==> src/sv/pmam_pkg.sv <==
// ----------------------------------------------------------------------------
// pmam_pkg
// Shared types and constants for the paged memory address mapper.
// ----------------------------------------------------------------------------
`default_nettype none

package pmam_pkg;

  // Configuration port
  localparam int CfgIndexWidth = 4;
  localparam int CfgDataWidth  = 32;

  // Configuration register indexes
  localparam logic [CfgIndexWidth-1:0] CFG_RAM_MAP_INIT   = 4'd0;
  localparam logic [CfgIndexWidth-1:0] CFG_VALID_MAP_INIT = 4'd1;

  // Map reset values
  localparam logic [31:0] RamMapReset   = 32'h0000_ffff;
  localparam logic [31:0] ValidMapReset = 32'h3fff_ffff;

  // Map bits covering window 2 (address 0100000-0137777)
  localparam logic [31:0] RomWindowBits = 32'h00ff_0000;

  // Bank codes
  localparam logic [3:0] BANK_RAM1   = 4'd1;
  localparam logic [3:0] BANK_RAM6   = 4'd6;
  localparam logic [3:0] BANK_RAM7   = 4'd7;
  localparam logic [3:0] BANK_ROM0   = 4'd8;
  localparam logic [3:0] BANK_ROM1   = 4'd9;
  localparam logic [3:0] BANK_ROM2   = 4'd10;
  localparam logic [3:0] BANK_ROM3   = 4'd11;
  localparam logic [3:0] BANK_SYSROM = 4'd12;

  // ROM select codes, page value bits 4,3,1,0
  localparam logic [3:0] ROM_CODE_NONE = 4'b0000;
  localparam logic [3:0] ROM_CODE_P0   = 4'b0001;
  localparam logic [3:0] ROM_CODE_P1   = 4'b0010;
  localparam logic [3:0] ROM_CODE_P2   = 4'b0100;
  localparam logic [3:0] ROM_CODE_P3   = 4'b1000;

  // Request types
  typedef enum logic [2:0] {
    REQ_READ_WORD  = 3'd0,
    REQ_WRITE_WORD = 3'd1,
    REQ_WRITE_BYTE = 3'd2,
    REQ_PAGE_WORD  = 3'd3,
    REQ_PAGE_BYTE  = 3'd4
  } req_t;

  // Routes
  localparam logic [1:0] ROUTE_PAGE   = 2'd0;
  localparam logic [1:0] ROUTE_MEMORY = 2'd1;
  localparam logic [1:0] ROUTE_DEVICE = 2'd2;

  // Video pages
  localparam logic [1:0] VIDEO_NONE  = 2'd0;
  localparam logic [1:0] VIDEO_PAGE1 = 2'd1;
  localparam logic [1:0] VIDEO_PAGE7 = 2'd2;

  // Page register update command
  typedef struct packed {
    logic        word_wr;
    logic        byte_wr;
    logic [15:0] value;
  } page_cmd_t;

  // Current mapping state
  typedef struct packed {
    logic [3:0]  win1_bank;
    logic [3:0]  win2_bank;
    logic [31:0] wr_map;
    logic [31:0] rd_map;
  } page_state_t;

endpackage

`default_nettype wire

==> src/sv/pmam_if.sv <==
// ----------------------------------------------------------------------------
// pmam_if
// Request and response channel interfaces for the address mapper.
// ----------------------------------------------------------------------------
`default_nettype none

interface pmam_req_if;
  logic        valid;
  logic        ready;
  logic [2:0]  req_type;
  logic [15:0] address;
  logic [15:0] data;

  modport source (output valid, output req_type, output address, output data,
                  input ready);
  modport sink   (input valid, input req_type, input address, input data,
                  output ready);
endinterface

interface pmam_rsp_if;
  logic        valid;
  logic        ready;
  logic [1:0]  route;
  logic [3:0]  bank;
  logic [12:0] word_offset;
  logic [1:0]  byte_enable;
  logic [1:0]  disp_page;
  logic [13:0] screen_offset;

  modport source (output valid, output route, output bank, output word_offset,
                  output byte_enable, output disp_page, output screen_offset,
                  input ready);
  modport sink   (input valid, input route, input bank, input word_offset,
                  input byte_enable, input disp_page, input screen_offset,
                  output ready);
endinterface

`default_nettype wire

==> src/sv/pmam_page_regs.sv <==
// ----------------------------------------------------------------------------
// pmam_page_regs
// Page register, window bank selects and the writable / readable maps.
// ----------------------------------------------------------------------------
`default_nettype none

module pmam_page_regs (
  input  wire logic                               clk,
  input  wire logic                               rst,
  input  wire logic                               cfg_we,
  input  wire logic [pmam_pkg::CfgIndexWidth-1:0] cfg_index,
  input  wire logic [pmam_pkg::CfgDataWidth-1:0]  cfg_data,
  input  wire pmam_pkg::page_cmd_t                cmd,
  output pmam_pkg::page_state_t                   state
);

  logic [15:0] last_value;
  logic [15:0] last_value_next;
  logic [3:0]  win1_bank;
  logic [3:0]  win1_bank_next;
  logic [3:0]  win2_bank;
  logic [3:0]  win2_bank_next;
  logic [31:0] wr_map;
  logic [31:0] wr_map_next;
  logic [31:0] rd_map;
  logic [31:0] rd_map_next;
  logic [3:0]  rom_code;
  logic [7:0]  byte_val;

  assign rom_code = {cmd.value[4], cmd.value[3], cmd.value[1], cmd.value[0]};
  assign byte_val = cmd.value[7:0];

  // Next state for page register writes and config loads
  always_comb begin
    last_value_next = last_value;
    win1_bank_next  = win1_bank;
    win2_bank_next  = win2_bank;
    wr_map_next     = wr_map;
    rd_map_next     = rd_map;

    if (cmd.word_wr && cmd.value != last_value) begin
      last_value_next = cmd.value;
      win1_bank_next  = {1'b0, cmd.value[14:12]};
      win2_bank_next  = {1'b0, cmd.value[10:8]};
      case (rom_code)
        pmam_pkg::ROM_CODE_NONE: begin
          wr_map_next = wr_map | pmam_pkg::RomWindowBits;
          rd_map_next = rd_map | pmam_pkg::RomWindowBits;
        end
        pmam_pkg::ROM_CODE_P0: begin
          win2_bank_next = pmam_pkg::BANK_ROM0;
          wr_map_next    = wr_map & ~pmam_pkg::RomWindowBits;
          rd_map_next    = rd_map | pmam_pkg::RomWindowBits;
        end
        pmam_pkg::ROM_CODE_P1: begin
          win2_bank_next = pmam_pkg::BANK_ROM1;
          wr_map_next    = wr_map & ~pmam_pkg::RomWindowBits;
          rd_map_next    = rd_map | pmam_pkg::RomWindowBits;
        end
        pmam_pkg::ROM_CODE_P2: begin
          win2_bank_next = pmam_pkg::BANK_ROM2;
          wr_map_next    = wr_map & ~pmam_pkg::RomWindowBits;
          rd_map_next    = rd_map & ~pmam_pkg::RomWindowBits;
        end
        pmam_pkg::ROM_CODE_P3: begin
          win2_bank_next = pmam_pkg::BANK_ROM3;
          wr_map_next    = wr_map & ~pmam_pkg::RomWindowBits;
          rd_map_next    = rd_map & ~pmam_pkg::RomWindowBits;
        end
        default: begin
          // unknown ROM code: maps untouched
        end
      endcase
    end else if (cmd.byte_wr && byte_val != last_value[15:8]) begin
      last_value_next = {byte_val, last_value[7:0]};
      win1_bank_next  = {1'b0, byte_val[6:4]};
      win2_bank_next  = {1'b0, byte_val[2:0]};
    end

    // config write reloads a map
    if (cfg_we && cfg_index == pmam_pkg::CFG_RAM_MAP_INIT) begin
      wr_map_next = cfg_data;
    end
    if (cfg_we && cfg_index == pmam_pkg::CFG_VALID_MAP_INIT) begin
      rd_map_next = cfg_data;
    end
  end

  // State registers
  always_ff @(posedge clk) begin
    if (rst) begin
      last_value <= '0;
      win1_bank  <= pmam_pkg::BANK_RAM1;
      win2_bank  <= pmam_pkg::BANK_ROM0;
      wr_map     <= pmam_pkg::RamMapReset;
      rd_map     <= pmam_pkg::ValidMapReset;
    end else begin
      last_value <= last_value_next;
      win1_bank  <= win1_bank_next;
      win2_bank  <= win2_bank_next;
      wr_map     <= wr_map_next;
      rd_map     <= rd_map_next;
    end
  end

  assign state.win1_bank = win1_bank;
  assign state.win2_bank = win2_bank;
  assign state.wr_map    = wr_map;
  assign state.rd_map    = rd_map;

endmodule

`default_nettype wire

==> src/sv/paged_memory_address_mapper.sv <==
// ----------------------------------------------------------------------------
// paged_memory_address_mapper
// Translates 16-bit bus addresses through four 16 KB windows.
// ----------------------------------------------------------------------------
// Usage:
//   req carries one request beat: req_type, address and data. Reads and
//   writes are translated against the current window banks and maps;
//   page register beats update the window selects and maps.
//   rsp returns exactly one beat per request: route, bank, word offset,
//   byte enables, video page and screen offset.
//   cfg_we / cfg_index / cfg_data reload the writable (index 0) or
//   readable (index 1) map; write only while no beat is in flight.
// Timing and throughput:
//   A request beat is translated in the cycle it is taken and its
//   response appears in the next cycle from the response register. One
//   beat per cycle is sustained while rsp is not stalled; the
//   translation is a single level of map bit select and window mux.
// Reset:
//   rst (synchronous) empties the response register and restores the
//   page register, window banks and maps; req.ready is low during reset.
// Backpressure:
//   While rsp is stalled with a beat held, req.ready stays low; the
//   request side is taken again in the cycle the held beat leaves.
// ----------------------------------------------------------------------------
`default_nettype none

module paged_memory_address_mapper (
  input  wire logic                               clk,
  input  wire logic                               rst,
  input  wire logic                               cfg_we,
  input  wire logic [pmam_pkg::CfgIndexWidth-1:0] cfg_index,
  input  wire logic [pmam_pkg::CfgDataWidth-1:0]  cfg_data,
  pmam_req_if.sink                                req,
  pmam_rsp_if.source                              rsp
);

  pmam_pkg::page_cmd_t   cmd;
  pmam_pkg::page_state_t st;
  pmam_pkg::req_t        rtype;

  logic        accept;
  logic        out_valid;
  logic [1:0]  out_route;
  logic [3:0]  out_bank;
  logic [12:0] out_woff;
  logic [1:0]  out_be;
  logic [1:0]  out_vid;
  logic [13:0] out_soff;

  logic [1:0]  route_next;
  logic [3:0]  bank_next;
  logic [12:0] woff_next;
  logic [1:0]  be_next;
  logic [1:0]  vid_next;
  logic [13:0] soff_next;

  logic [15:0] addr;
  logic [3:0]  win_bank;
  logic [1:0]  win_vid;
  logic        hit;

  // Handshake: response register frees when empty or being taken
  assign req.ready = !rst && (!out_valid || rsp.ready);
  assign accept    = req.valid && req.ready;
  assign rtype     = pmam_pkg::req_t'(req.req_type);

  assign cmd.word_wr = accept && rtype == pmam_pkg::REQ_PAGE_WORD;
  assign cmd.byte_wr = accept && rtype == pmam_pkg::REQ_PAGE_BYTE;
  assign cmd.value   = req.data;

  pmam_page_regs u_page_regs (
    .clk       (clk),
    .rst       (rst),
    .cfg_we    (cfg_we),
    .cfg_index (cfg_index),
    .cfg_data  (cfg_data),
    .cmd       (cmd),
    .state     (st)
  );

  // Word accesses drop address bit 0
  assign addr = (rtype == pmam_pkg::REQ_WRITE_BYTE) ? req.address
                                                    : {req.address[15:1], 1'b0};

  // Window to bank
  always_comb begin
    case (addr[15:14])
      2'd0:    win_bank = pmam_pkg::BANK_RAM6;
      2'd1:    win_bank = st.win1_bank;
      2'd2:    win_bank = st.win2_bank;
      default: win_bank = pmam_pkg::BANK_SYSROM;
    endcase
  end

  assign win_vid = (win_bank == pmam_pkg::BANK_RAM1) ? pmam_pkg::VIDEO_PAGE1 :
                   (win_bank == pmam_pkg::BANK_RAM7) ? pmam_pkg::VIDEO_PAGE7 :
                                                       pmam_pkg::VIDEO_NONE;

  // Translation
  always_comb begin
    route_next = pmam_pkg::ROUTE_PAGE;
    bank_next  = '0;
    woff_next  = '0;
    be_next    = '0;
    vid_next   = pmam_pkg::VIDEO_NONE;
    soff_next  = '0;
    hit        = 1'b0;
    case (rtype)
      pmam_pkg::REQ_READ_WORD,
      pmam_pkg::REQ_WRITE_WORD,
      pmam_pkg::REQ_WRITE_BYTE: begin
        if (rtype == pmam_pkg::REQ_WRITE_BYTE) begin
          be_next = addr[0] ? 2'b10 : 2'b01;
        end else begin
          be_next = 2'b11;
        end
        if (rtype == pmam_pkg::REQ_READ_WORD) begin
          hit = st.rd_map[addr[15:11]];
        end else begin
          hit = st.wr_map[addr[15:11]];
        end
        if (hit) begin
          route_next = pmam_pkg::ROUTE_MEMORY;
          bank_next  = win_bank;
          woff_next  = addr[13:1];
          vid_next   = win_vid;
          if (rtype != pmam_pkg::REQ_READ_WORD && win_vid != pmam_pkg::VIDEO_NONE) begin
            soff_next = {addr[13:1], 1'b0};
          end
        end else begin
          route_next = pmam_pkg::ROUTE_DEVICE;
        end
      end
      pmam_pkg::REQ_PAGE_WORD,
      pmam_pkg::REQ_PAGE_BYTE: begin
        route_next = pmam_pkg::ROUTE_PAGE;
      end
      default: begin
        // undefined request: all fields zero
      end
    endcase
  end

  // Response register
  always_ff @(posedge clk) begin
    if (rst) begin
      out_valid <= 1'b0;
    end else if (req.ready) begin
      out_valid <= req.valid;
    end
  end

  always_ff @(posedge clk) begin
    if (accept) begin
      out_route <= route_next;
      out_bank  <= bank_next;
      out_woff  <= woff_next;
      out_be    <= be_next;
      out_vid   <= vid_next;
      out_soff  <= soff_next;
    end
  end

  assign rsp.valid         = out_valid;
  assign rsp.route         = out_route;
  assign rsp.bank          = out_bank;
  assign rsp.word_offset   = out_woff;
  assign rsp.byte_enable   = out_be;
  assign rsp.disp_page     = out_vid;
  assign rsp.screen_offset = out_soff;

endmodule

`default_nettype wire
==> src/flat_wrapper.sv <==
// flat-port wrapper written by rule: the top's interface ports become plain ports
module paged_memory_address_mapper_flat 
  (clk, rst, cfg_we, cfg_index, cfg_data, req_valid, req_req_type, req_address, req_data, req_ready, rsp_valid, rsp_route, rsp_bank, rsp_word_offset, rsp_byte_enable, rsp_disp_page, rsp_screen_offset, rsp_ready);
  pmam_req_if req_i ();
  pmam_rsp_if rsp_i ();
  input  wire logic clk;
  input  wire logic rst;
  input  wire logic cfg_we;
  input  wire logic [pmam_pkg::CfgIndexWidth-1:0] cfg_index;
  input  wire logic [pmam_pkg::CfgDataWidth-1:0] cfg_data;
  input wire logic [$bits(req_i.valid)-1:0] req_valid;
  input wire logic [$bits(req_i.req_type)-1:0] req_req_type;
  input wire logic [$bits(req_i.address)-1:0] req_address;
  input wire logic [$bits(req_i.data)-1:0] req_data;
  output wire logic [$bits(req_i.ready)-1:0] req_ready;
  output wire logic [$bits(rsp_i.valid)-1:0] rsp_valid;
  output wire logic [$bits(rsp_i.route)-1:0] rsp_route;
  output wire logic [$bits(rsp_i.bank)-1:0] rsp_bank;
  output wire logic [$bits(rsp_i.word_offset)-1:0] rsp_word_offset;
  output wire logic [$bits(rsp_i.byte_enable)-1:0] rsp_byte_enable;
  output wire logic [$bits(rsp_i.disp_page)-1:0] rsp_disp_page;
  output wire logic [$bits(rsp_i.screen_offset)-1:0] rsp_screen_offset;
  input wire logic [$bits(rsp_i.ready)-1:0] rsp_ready;
  assign req_i.valid = req_valid;
  assign req_i.req_type = req_req_type;
  assign req_i.address = req_address;
  assign req_i.data = req_data;
  assign req_ready = req_i.ready;
  assign rsp_valid = rsp_i.valid;
  assign rsp_route = rsp_i.route;
  assign rsp_bank = rsp_i.bank;
  assign rsp_word_offset = rsp_i.word_offset;
  assign rsp_byte_enable = rsp_i.byte_enable;
  assign rsp_disp_page = rsp_i.disp_page;
  assign rsp_screen_offset = rsp_i.screen_offset;
  assign rsp_i.ready = rsp_ready;
  paged_memory_address_mapper u_core (.clk(clk), .rst(rst), .cfg_we(cfg_we), .cfg_index(cfg_index), .cfg_data(cfg_data), .req(req_i), .rsp(rsp_i));
endmodule
==> config.mk <==
export PLATFORM = sky130hd
export DESIGN_NAME = paged_memory_address_mapper_flat
export DESIGN_NICKNAME = d
export VERILOG_FILES = /design/src/sv/pmam_pkg.sv /design/src/sv/pmam_if.sv /design/src/sv/pmam_page_regs.sv /design/src/sv/paged_memory_address_mapper.sv /design/src/flat_wrapper.sv
export SDC_FILE = /design/constraint.sdc
export NUM_CORES = 1
export LEC_CHECK = 0
export ABC_CLOCK_PERIOD_IN_PS = 3890
export BUFFER_PORTS_ARGS = -buffer_cell sky130_fd_sc_hd__buf_4
export CAP_MARGIN = 20
export CORE_MARGIN = 10
export CORE_UTILIZATION = 43
export CTS_BUF_LIST = sky130_fd_sc_hd__clkbuf_4 sky130_fd_sc_hd__clkbuf_8
export CTS_CLUSTER_DIAMETER = 40
export DETAILED_ROUTE_END_ITERATION = 12
export GPL_TIMING_DRIVEN = 0
export PLACE_DENSITY = 0.67
export SLEW_MARGIN = 30
export SYNTH_ARGS = -nofsm -noshare
export SYNTH_HDL_FRONTEND = slang
export SYNTH_SLANG_ARGS = --single-unit
==> constraint.sdc <==
create_clock -name clk -period 3.89 [get_ports clk]
set_clock_uncertainty 0.1 [all_clocks]
set_input_delay 0.778 -clock clk [delete_from_list [all_inputs] [get_ports clk]]
set_output_delay 0.778 -clock clk [all_outputs]
set_load 0.05 [all_outputs]
==> impl_metrics.env <==
export IMPL_drtAntennaViolNets=0
export IMPL_htree_levels=4
export IMPL_slowest_delay_ns=0.47
export IMPL_rsz0062_at_grt="false"
export IMPL_slew_headroom=0.4953
export IMPL_utilization=0.5487
export IMPL_chipWidth_microns=135.5
export IMPL_clock_root_buffer="clkbuf_8"
export IMPL_antenna_found_initial=0
export IMPL_path_class="primary input to output pin"
export IMPL_cts_sinks=122
export IMPL_start_util=0.4363
export IMPL_via_count=4914
export IMPL_die_h_microns=135.5
export IMPL_clk_pin_slew_worst_paths_ns=0.07
export IMPL_ctsResizeCount=0
export IMPL_layout_drive_gt1_share=0.2430
export IMPL_end_kind="output pin"
export IMPL_switchingPower_mw=0.7163
export IMPL_seq_area_frac_synth=0.4890
export IMPL_p_comb_frac=0.132
export IMPL_synth_warnings=0
export IMPL_hold_class="flop to flop"
export IMPL_cts_setup_buffers=0
export IMPL_fmax_mhz=348.3
export IMPL_async_reset_ff_frac=0
export IMPL_synth_cell_area_sq_um=5732
export IMPL_grt_max_degree=17
export IMPL_synth_cell_types=59
export IMPL_syn_area_per_cell_sq_um=9.396
export IMPL_final_max_slew_viol_count=0
export IMPL_portBuffers=108
export IMPL_grt_pass1_vias=5038
export IMPL_dpl_worst_slack_ns=0.8634
export IMPL_clock_path_buffers=2
export IMPL_ys_seq_elements=122
export IMPL_p_int_mw=2.168
export IMPL_dpl_hpwl_microns=11950
export IMPL_synth_edf_count=36
export IMPL_numCtsBuffers=17
export IMPL_syn_nets=686
export IMPL_swShare=0.2484
export IMPL_peakVddDrop_uv=189.6
export IMPL_dieArea_sq_um=18350
export IMPL_fin_crit_ns=2.871
export IMPL_first_iter_violations=387
export IMPL_drc=0
export IMPL_crit_chain="clkbuf_1 > clkbuf_1 > nor2_1 > buf_4"
export IMPL_status="completed"
export IMPL_grt_total_usage=0.1696
export IMPL_grt_pass1_wl_microns=24990
export IMPL_core_area_sq_um=13140
export IMPL_crit_top_cell="clkbuf_1"
export IMPL_cts_tree="built"
export IMPL_cp_arrival_ns=1.99
export IMPL_gr_total_overflow=0
export IMPL_rows=42
export IMPL_cts_hold_buf=0
export IMPL_clkPwrFrac=0.397
export IMPL_antenna_cells=0
export IMPL_worstPathRequired_ns=3.01
export IMPL_setup_viol=0
export IMPL_hold_viol_final=0
export IMPL_area_growth_pct=25.76
export IMPL_avgRoutedWirePerCell_microns=16.59
export IMPL_syn_inst=610
export IMPL_placed_area_sq_um=6807
export IMPL_min_period_over_period=0.7380
export IMPL_synth_ff_type="dfxtp_1"
export IMPL_share_seq_of_total_power=0.472
export IMPL_cap_violations=0
export IMPL_globalplace_congestion=0.8560
export IMPL_crit_slowest_cell="clkbuf_1"
export IMPL_worstSkewPairLatency_ns=0.43
export IMPL_p_leak_nw=2.860
export IMPL_finalWorstSetupSlack_ns=1.019
export IMPL_pwr_density_cell_nw_per_um2=400.1
export IMPL_dr_pass1_iters=5
export IMPL_drt_wl_total_microns=15410
export IMPL_viasPerCell=5.290
export IMPL_setup_tns_ns=0
export IMPL_design_area_sq_um=7208
export IMPL_boundaryPins=115
export IMPL_start_kind="primary input"
export IMPL_critical_path_max_fanout=10
export IMPL_worst_slew_pin_slew_ns=0.7571
export IMPL_nets=816
power by group through the flow:
stage | Sequential, mW | Clock (mW) | Combinational, mW
floorplan | 1.44 | 0 | 0.173
global placement | 1.39 | 0 | 0.369
detailed placement | 1.39 | 0 | 0.380
CTS | 1.36 | 1.16 | 0.381
global route | 1.36 | 1.23 | 0.411
finish | 1.36 | 1.14 | 0.380
cell families (layout without fill, tap and decap cells):
logic type | after synthesis | count (layout) | synth area share
buffers and inverters | 52 | 195 | 0.05151
other | 1 | 1 | 0.0006543
adders and majority gates | 1 | 1 | 0.001746
DFF | 122 | 122 | 0.4890
xor gates and xnor gates | 26 | 26 | 0.03973
and+or+nand+nor | 299 | 299 | 0.2360
AOI/OAI and AO/OA | 84 | 84 | 0.09998
muxes | 25 | 25 | 0.08142
worst max-delay path, delay by kind of cell:
| kind | cells | cell delay, ns |
|---|---|---|
| AND/OR/NAND/NOR | 1 | 0.11 |
| buffers and inverters | 3 | 1.11 |
layer usage:
metal | global-route usage | part of all wire | wire length, microns
met3 | 0.05527 | 0.089 | 1379
met2 | 0.2618 | 0.45 | 6961
met1 | 0.2145 | 0.44 | 6818
met4 | 0.06878 | 0.017 | 255
met5 | 0 | 0 | 0
synthesized netlist by cell type (all sizes together) (2+ instances only):
library cell	instances	area, sq um
buf	16	120.1
nand3	52	270.3
nor2	32	120.1
a31oi	3	18.77
nand4b	2	17.52
xor2	2	17.52
inv	4	15.01
dfxtp	86	1722
and2	2	12.51
edfxtp	36	1081
clkbuf	31	156.4
o211ai	10	75.07
nor3	16	110.1
nor2b	6	37.54
or3	2	13.77
a21oi	32	160.2
mux4	14	352.8
xnor2	24	210.2
nand2b	7	43.79
mux2	3	33.78
mux2i	8	80.08
o21ai	6	33.78
nand4	7	43.79
nand2	166	623.1
a22oi	9	67.56
o311ai	8	70.07
a211oi	3	22.52
area by class of cell:
cell class,count,area [sq um]
Inverter,5,18.77
Multi-Input combinational cell,436,2640
Clock buffer,23,279.0
Sequential cell,122,2803
Timing Repair Buffer,111,848.3
Buffer,47,276.5
Fill cell,1198,5929
Tap cell,176,220.2
Clock inverter,9,122.6
registers in the layout (all words and copies together), names as in the netlist:
signal,count
u_core.u_page_regs.last_value,16
u_core.rsp.screen_offset,13
u_core.rsp.valid,1
u_core.rsp.route,2
u_core.rsp.word_offset,13
u_core.rsp.disp_page,2
u_core.u_page_regs.win1_bank,1
u_core.u_page_regs.wr_map,32
u_core.u_page_regs.rd_map,32
u_core.u_page_regs.win2_bank,4
u_core.rsp.byte_enable,2
u_core.rsp.bank,4
path summary, 6_finish.rpt:
| path | endpoint | cells after the start | from | slack [ns] |
|---|---|---|---|---|
| worst min-delay path | u_core.u_page_regs.wr_map[31]$_SDFFE_PP0P_ | 2 | u_core.u_page_regs.wr_map[31]$_SDFFE_PP0P_ | 0.36 |
| worst max-delay path | req_ready | 4 | rst | 1.02 |
| worst min register to register | u_core.u_page_regs.wr_map[31]$_SDFFE_PP0P_ | 2 | u_core.u_page_regs.wr_map[31]$_SDFFE_PP0P_ | 0.36 |
| worst max register to register | u_core.u_page_regs.rd_map[16]$_SDFFE_PP1P_ | 6 | u_core.u_page_regs.last_value[13]$_SDFFE_PP0P_ | 1.42 |
per-stage QoR:
stage	power, mW	hold WS [ns]	std cells
after detailed placement	1.769	0.3447	897
after CTS	2.905	0.3543	929
after floorplan	1.614	0.3315	610
final	2.884	0.3585	929
after global placement	1.757	0.3377	894
after global routing	2.999	0.3828	929
layout by cell type (no fill, tap or decap), drive strengths merged, types with 3 or more instances in the layout:
master | netlist | layout
a211oi | 3 | 3
a21oi | 32 | 32
a22oi | 9 | 9
a31oi | 3 | 3
buf | 16 | 127
bufinv | 0 | 3
clkbuf | 31 | 54
clkinv | 1 | 6
dfxtp | 86 | 86
edfxtp | 36 | 36
inv | 4 | 4
mux2 | 3 | 3
mux2i | 8 | 8
mux4 | 14 | 14
nand2 | 166 | 166
nand2b | 7 | 7
nand3 | 52 | 52
nand4 | 7 | 7
nor2 | 32 | 32
nor2b | 6 | 6
nor3 | 16 | 16
o211ai | 10 | 10
o21ai | 6 | 6
o311ai | 8 | 8
xnor2 | 24 | 24
(Power assumes the default switching activity.)
